--- config.mk ---
export PLATFORM = sky130hd
export DESIGN_NAME = ps2_mouse_packet_decoder
export DESIGN_NICKNAME = d
export VERILOG_FILES = /design/src/rtl/core/ps2md_pkg.sv /design/src/rtl/core/ps2_mouse_packet_decoder.sv
export SDC_FILE = /design/constraint.sdc
export NUM_CORES = 1
export LEC_CHECK = 0
export ABC_AREA = 1
export ABC_CLOCK_PERIOD_IN_PS = 8480
export CAP_MARGIN = 5
export CORE_ASPECT_RATIO = 0.6
export CORE_MARGIN = 4
export CORE_UTILIZATION = 30
export DETAILED_ROUTE_END_ITERATION = 12
export DONT_BUFFER_PORTS = 1
export PLACE_DENSITY_LB_ADDON = 0.1
export SLEW_MARGIN = 10
export SYNTH_ARGS = -nofsm -noshare
export SYNTH_HDL_FRONTEND = slang
export SYNTH_SLANG_ARGS = --single-unit
--- constraint.sdc ---
create_clock -name clk -period 8.48 [get_ports clk]
set_input_delay 0.848 -clock clk [delete_from_list [all_inputs] [get_ports clk]]
set_output_delay 0.848 -clock clk [all_outputs]
set_load 0.005 [all_outputs]
--- src/rtl/core/ps2md_pkg.sv ---
// Package for the PS/2 mouse packet decoder: types, header bits and scaling constants.
package ps2md_pkg;

  typedef enum logic [1:0] {
    POS_HEADER = 2'd0,
    POS_X      = 2'd1,
    POS_Y      = 2'd2
  } pos_t;

  typedef enum logic {
    CFG_SENSITIVITY = 1'b0,
    CFG_ENABLE      = 1'b1
  } cfg_idx_t;

  localparam int HDR_SYNC_BIT  = 3;
  localparam int HDR_XSIGN_BIT = 4;
  localparam int HDR_YSIGN_BIT = 5;
  localparam int HDR_XOVF_BIT  = 6;
  localparam int HDR_YOVF_BIT  = 7;

  localparam logic [8:0] SENS_MIN   = 9'd10;
  localparam logic [8:0] SENS_MAX   = 9'd500;
  localparam logic [8:0] SENS_RESET = 9'd100;

  localparam logic [6:0]  LIMIT     = 7'd100;
  // |v * sens| at or above this gives a quotient beyond LIMIT
  localparam logic [16:0] CLAMP_MAG = 17'd10100;
  // floor(a / 100) = (a * RECIP_100) >> RECIP_SHIFT for a < CLAMP_MAG
  localparam logic [15:0] RECIP_100   = 16'd41944;
  localparam int          RECIP_SHIFT = 22;

  typedef struct packed {
    logic [16:0] mag;
    logic        neg;
  } axis_prod_t;

endpackage

--- src/rtl/core/ps2_mouse_packet_decoder.sv ---
// PS/2 mouse packet decoder top level: packet framing, scaling pipeline and config registers.
//
// Bytes from the controller are framed into 3-byte mouse packets; keyboard bytes and all
// bytes while disabled are dropped, and a packet starts only on a byte with bit 3 set.
// One byte is accepted per cycle while in_stall is low. Each completed packet passes a
// three-register pipeline (captured bytes in s1, magnitude times sensitivity in s2,
// reciprocal divide by 100 with clamp in the output register). in_stall rises only when
// the pipeline is full and out_stall holds the output register. Configuration writes
// take effect on the next cycle.
module ps2_mouse_packet_decoder
  import ps2md_pkg::*;
(
  input  logic              clk,
  input  logic              rst_n,
  input  logic              cfg_we,
  input  logic              cfg_index,
  input  logic [8:0]        cfg_data,
  input  logic              in_valid,
  output logic              in_stall,
  input  logic [7:0]        in_rx_byte,
  input  logic              in_from_aux,
  output logic              out_valid,
  input  logic              out_stall,
  output logic signed [7:0] out_delta_x,
  output logic signed [7:0] out_delta_y,
  output logic [2:0]        out_button_bits
);

  logic [8:0] sens_r;
  logic       enable_r;

  pos_t       pos_r, pos_nxt;
  logic [7:0] header_r, header_nxt;
  logic [7:0] x_byte_r, x_byte_nxt;
  logic       load_s1;

  logic       s1_v_r;
  logic [7:0] s1_hdr_r, s1_x_r, s1_y_r;

  logic       s2_v_r;
  axis_prod_t s2_x_r, s2_y_r;
  logic [2:0] s2_btn_r;

  logic              out_valid_r;
  logic signed [7:0] dx_r, dy_r;
  logic [2:0]        btn_r;

  logic ready1, ready2, ready3, accept, hit;

  assign ready3   = !out_valid_r || !out_stall;
  assign ready2   = !s2_v_r || ready3;
  assign ready1   = !s1_v_r || ready2;
  assign in_stall = !ready1;
  assign accept   = in_valid && ready1;
  assign hit      = accept && enable_r && in_from_aux;

  // config registers
  always_ff @(posedge clk) begin
    if (!rst_n) begin
      sens_r   <= SENS_RESET;
      enable_r <= 1'b0;
    end else if (cfg_we) begin
      case (cfg_idx_t'(cfg_index))
        CFG_SENSITIVITY: begin
          if (cfg_data < SENS_MIN) begin
            sens_r <= SENS_MIN;
          end else if (cfg_data > SENS_MAX) begin
            sens_r <= SENS_MAX;
          end else begin
            sens_r <= cfg_data;
          end
        end
        CFG_ENABLE: enable_r <= cfg_data[0];
        default: ;
      endcase
    end
  end

  // packet framing
  always_ff @(posedge clk) begin
    if (!rst_n) begin
      pos_r    <= POS_HEADER;
      header_r <= '0;
      x_byte_r <= '0;
    end else begin
      pos_r    <= pos_nxt;
      header_r <= header_nxt;
      x_byte_r <= x_byte_nxt;
    end
  end

  always_comb begin
    pos_nxt    = pos_r;
    header_nxt = header_r;
    x_byte_nxt = x_byte_r;
    load_s1    = 1'b0;
    case (pos_r)
      POS_X: begin
        if (hit) begin
          x_byte_nxt = in_rx_byte;
          pos_nxt    = POS_Y;
        end
      end
      POS_Y: begin
        if (hit) begin
          pos_nxt = POS_HEADER;
          load_s1 = 1'b1;
        end
      end
      default: begin
        if (hit) begin
          if (in_rx_byte[HDR_SYNC_BIT]) begin
            header_nxt = in_rx_byte;
            pos_nxt    = POS_X;
          end else begin
            pos_nxt = POS_HEADER;
          end
        end
      end
    endcase
  end

  // stage 1: captured packet
  always_ff @(posedge clk) begin
    if (!rst_n) begin
      s1_v_r <= 1'b0;
    end else if (load_s1) begin
      s1_v_r <= 1'b1;
    end else if (ready2) begin
      s1_v_r <= 1'b0;
    end
  end

  always_ff @(posedge clk) begin
    if (load_s1) begin
      s1_hdr_r <= header_r;
      s1_x_r   <= x_byte_r;
      s1_y_r   <= in_rx_byte;
    end
  end

  // stage 2: magnitude times sensitivity
  function automatic axis_prod_t axis_mult(input logic [7:0] low8, input logic sgn,
                                           input logic ovf, input logic [8:0] sens);
    axis_prod_t  res;
    logic [8:0]  v;
    logic [8:0]  mag;
    logic [17:0] prod;
    v    = ovf ? 9'd0 : {sgn, low8};
    mag  = (sgn && !ovf) ? (9'd0 - v) : v;
    prod = mag * sens;
    res.mag = prod[16:0];
    res.neg = sgn && !ovf;
    return res;
  endfunction

  always_ff @(posedge clk) begin
    if (!rst_n) begin
      s2_v_r <= 1'b0;
    end else if (ready2) begin
      s2_v_r <= s1_v_r;
    end
  end

  always_ff @(posedge clk) begin
    if (ready2 && s1_v_r) begin
      s2_x_r   <= axis_mult(s1_x_r, s1_hdr_r[HDR_XSIGN_BIT], s1_hdr_r[HDR_XOVF_BIT], sens_r);
      s2_y_r   <= axis_mult(s1_y_r, s1_hdr_r[HDR_YSIGN_BIT], s1_hdr_r[HDR_YOVF_BIT], sens_r);
      s2_btn_r <= s1_hdr_r[2:0];
    end
  end

  // stage 3: divide by 100 toward zero, clamp, apply sign (inverted for Y)
  function automatic logic [7:0] axis_scale(input axis_prod_t p, input logic flip);
    logic [29:0] q;
    logic [6:0]  mag;
    logic [7:0]  m8;
    q   = p.mag[13:0] * RECIP_100;
    mag = (p.mag >= CLAMP_MAG) ? LIMIT : q[RECIP_SHIFT+6:RECIP_SHIFT];
    m8  = {1'b0, mag};
    return (p.neg ^ flip) ? (8'd0 - m8) : m8;
  endfunction

  always_ff @(posedge clk) begin
    if (!rst_n) begin
      out_valid_r <= 1'b0;
    end else if (ready3) begin
      out_valid_r <= s2_v_r;
    end
  end

  always_ff @(posedge clk) begin
    if (ready3 && s2_v_r) begin
      dx_r  <= axis_scale(s2_x_r, 1'b0);
      dy_r  <= axis_scale(s2_y_r, 1'b1);
      btn_r <= s2_btn_r;
    end
  end

  assign out_valid       = out_valid_r;
  assign out_delta_x     = dx_r;
  assign out_delta_y     = dy_r;
  assign out_button_bits = btn_r;

endmodule
==> impl_metrics.csv <==
group,metric,value,unit
global_routing,grt_pass1_vias,12900,
floorplanning,die_h,195,microns
timing,relSlewSlack,33.3,%
pwr,internal_power,0.000935,W
worst_setup_path,cp_max_fo,9,
timing,worstMarginPinSlew,0.990,ns
yosys,syn-num-nets,2605,
cts,postCtsResizedCells,0,
global_routing,grt_remaining_overflow,0,
hold_path,hp-class,"flop to flop",
global_routing,grt_max_degree,37,
timing,fin_crit,6.36,ns
yosys,ys_types,44,
place,port_buffers,0,
timing,setup_viol,0,
worst_setup_path,worstSetupStartpointType,"flop",
worst_setup_path,worst-path-buf-inv,6,
yosys,synth-seq-area-share,17.4,%
timing,fin_skew,0.0125,ns
global_routing,grt_pass1_wl,73400,microns
cts,cts_buffer_depth,2,
detailed_routing,ant_nets,0,
floorplanning,fp.dieArea,0.0621,sq mm
global_routing,grt_use_total,15.0,%
layout,diodes,0,
worst_setup_path,cp_slowest_cell,"o21ai_0",
yosys,ys_ff_latch,111,
layout,stdcell_count,2840,
cts,cts_setup_buffers,0,
cts,cts.sinks,111,
status,outcome,"finished clean",
cts,path_clk_slew,0.09,ns
floorplanning,initial_core_util,30.3,%
worst_setup_path,crit_chain,"nor2_1 -> clkinv_1 -> ha_1 -> o21ai_0 -> inv_1 -> nand2_1 -> fa_1 -> inv_1 -> fa_1 -> fa_1 -> inv_1 -> fa_1 -> inv_1 -> ha_1 -> a21oi_1 -> o21ai_0 -> a21oi_2 -> inv_2 -> a21oi_1 -> nor2_1 -> nor2_1 -> xor2_1",
pwr,p_switching,0.000418,W
floorplanning,std_cell_rows,68,
detailed_routing,route.detailed.drc,0,
detailed_routing,drt_first_pass_iters,5,
detailed_routing,drt_iter0_drc,724,
detailed_routing,via_count,12400,
timing,fmax,0.157,GHz
cts,cts_made_buffers,9,
worst_setup_path,reg2reg_slack,2.12,ns
cts,postCtsHoldBufs,0,
pwr,peakVddDrop,107,uV
yosys,synth_area,0.0174,sq mm
pwr,powerDensity,72.4,mW/mm^2
detailed_routing,viasPerCell,4.37,
timing,hold_viol,0,
layout,finalCoreUtilization,32.5,%
cts,cts-htree-levels,3,
worst_setup_path,cp_data_required_time,8.62,ns
place,hpwl,39100,microns
worst_setup_path,path_delay_family,"adder cells",
worst_setup_path,critical_path_class,"flop to flop",
yosys,synth_top_flop_cell,"edfxtp_1",
cts,cts_root_buf,"clkbuf_16",
layout,drive_gt1_share,4.06,%
timing,slew_viol_final,0,
detailed_routing,wl_per_cell,15.8,microns
run,drv_cap,0,
layout,area_growth,7.34,%
yosys,synth_edf_count,81,
pwr,sequentialPowerShare,44.4,%
floorplanning,fp.dieW,319,microns
yosys,async_reset_ff_share,0,%
timing,fin_crit_sh,75.0,%
worst_setup_path,end_kind,"flop",
worst_setup_path,crit_arrival,6.50,ns
pwr,clkPwrFrac,36.3,%
place,place_congestion,0.816,
worst_setup_path,cp_slowest_stage_delay,0.78,ns
floorplanning,io_pins,45,
cts,cts_tree,"yes",
pwr,power_leakage,9.66,nW
pwr,netSwitchingFraction,30.9,%
floorplanning,core-area,0.0574,sq mm
cts,clk-insertion-delay-late,0.39,ns
yosys,synth_cells,2065,
timing,hold_ws,0.427,ns
pwr,power.total,0.00135,W
layout,nets,2605,
detailed_routing,wl,45000,microns
global_routing,antenna_found_initial,0,
pwr,comb_power_share,19.3,%
place,placedCellCount,2824,
yosys,syn_area_per_cell,8.43,sq um
yosys,ys_warn_count,0,
timing,rsz0062_at_grt,"no",
timing,fin_setup_tns,0,ns
state kept, by name, summed over array words and instances, names as in the netlist, 2 cells and up:
register,flops
header_r,7
out_button_bits,3
out_delta_x,8
out_delta_y,8
pos_r,2
s1_hdr_r,7
s1_x_r,8
s1_y_r,8
s2_btn_r,3
s2_x_r,18
s2_y_r,18
sens_r,9
x_byte_r,8
cells in the mapped netlist (13+ instances only):
cell type / number / area, sq um
edfxtp_1: 81 / 2430
ha_1: 294 / 3680
clkbuf_1: 13 / 48.8
fa_1: 222 / 4440
nor2_2: 16 / 100
a21oi_1: 81 / 405
xnor2_1: 21 / 184
inv_1: 545 / 2050
o21ai_0: 32 / 160
dfxtp_1: 30 / 601
nand4_1: 14 / 87.6
nand3_1: 54 / 270
nor2_1: 169 / 634
xor2_1: 21 / 184
nand2_1: 370 / 1390
worst reg2reg max path, stage by stage, from the launching register on:
cell,delay (ns)
edfxtp_1,0.55
nor2_1,0.37
clkinv_1,0.37
ha_1,0.38
o21ai_0,0.78
inv_1,0.24
nand2_1,0.15
fa_1,0.44
inv_1,0.09
fa_1,0.42
fa_1,0.49
inv_1,0.05
fa_1,0.47
inv_1,0.04
ha_1,0.32
a21oi_1,0.19
o21ai_0,0.16
a21oi_2,0.19
inv_2,0.04
a21oi_1,0.14
nor2_1,0.06
nor2_1,0.11
xor2_1,0.07
power by group through the flow:
| stage | clock network, W | logic (W) | registers (W) |
|---|---|---|---|
| 2_1_floorplan | 0 | 0.000205 | 0.000607 |
| 3_3_place_gp | 0 | 0.000263 | 0.000614 |
| 3_5_place_dp | 0 | 0.000264 | 0.000613 |
| 4_1_cts | 0.000510 | 0.000266 | 0.000600 |
| 5_1_grt | 0.000527 | 0.000305 | 0.000601 |
| 6_report | 0.000491 | 0.000261 | 0.000601 |
kinds of logic (layout without fill, tap and decap cells):
group	Yosys count	after routing	share of synthesized area, %
AOI/OAI and AO/OA	151	151	4.97
xor gates and xnor gates	42	42	2.11
adders and majority gates	516	516	46.6
buffers and inverters	574	579	12.4
DFF	111	111	17.4
and+or+nand+nor	671	671	16.4
area by class of cell:
type / count / area [sq um]
clock buffers: 9 / 225
clock inverters: 7 / 109
multi-input cells: 1380 / 12200
inverters: 559 / 2100
repair buffers: 4 / 30.0
fillers: 6094 / 38700
flip-flops and latches: 111 / 3030
well taps: 770 / 963
metrics by stage:
stage / setup WS (ns) / cell area [sq um]
after floorplan: 2.91 / 17400
after global placement: 2.25 / 18400
after detailed placement: 2.20 / 18400
after CTS: 2.18 / 18700
after global routing: 1.65 / 18700
final: 2.12 / 18700
worst paths after layout:
check / endpoint / cells past startpoint / startpoint
max reg2reg: s2_y_r[14] / 22 / s1_hdr_r[7]
max: s2_y_r[14] / 22 / s1_hdr_r[7]
min: out_button_bits[1] / 0 / s2_btn_r[1]
min reg2reg: out_button_bits[1] / 0 / s2_btn_r[1]
layout by cell type, fill, tap and decap left out, drive strengths merged, types with 3 or more instances in the layout:
cell,instances
a21o,3
a21oi,84
buf,4
clkbuf,9
clkinv,8
dfxtp,30
edfxtp,81
fa,222
ha,294
inv,556
nand2,380
nand3,62
nand3b,8
nand4,14
nor2,188
nor3,12
o211ai,4
o21ai,37
o21bai,10
or2,3
xnor2,21
xor2,21
metal layers:
metal	wire, microns	GRT usage [%]	up-vias
li1	-	-	6282
met1	27100	26.3	5901
met2	15700	18.9	201
met3	1890	2.09	22
met4	255	1.66	0
met5	0	0	-
(Power assumes the default switching activity.)
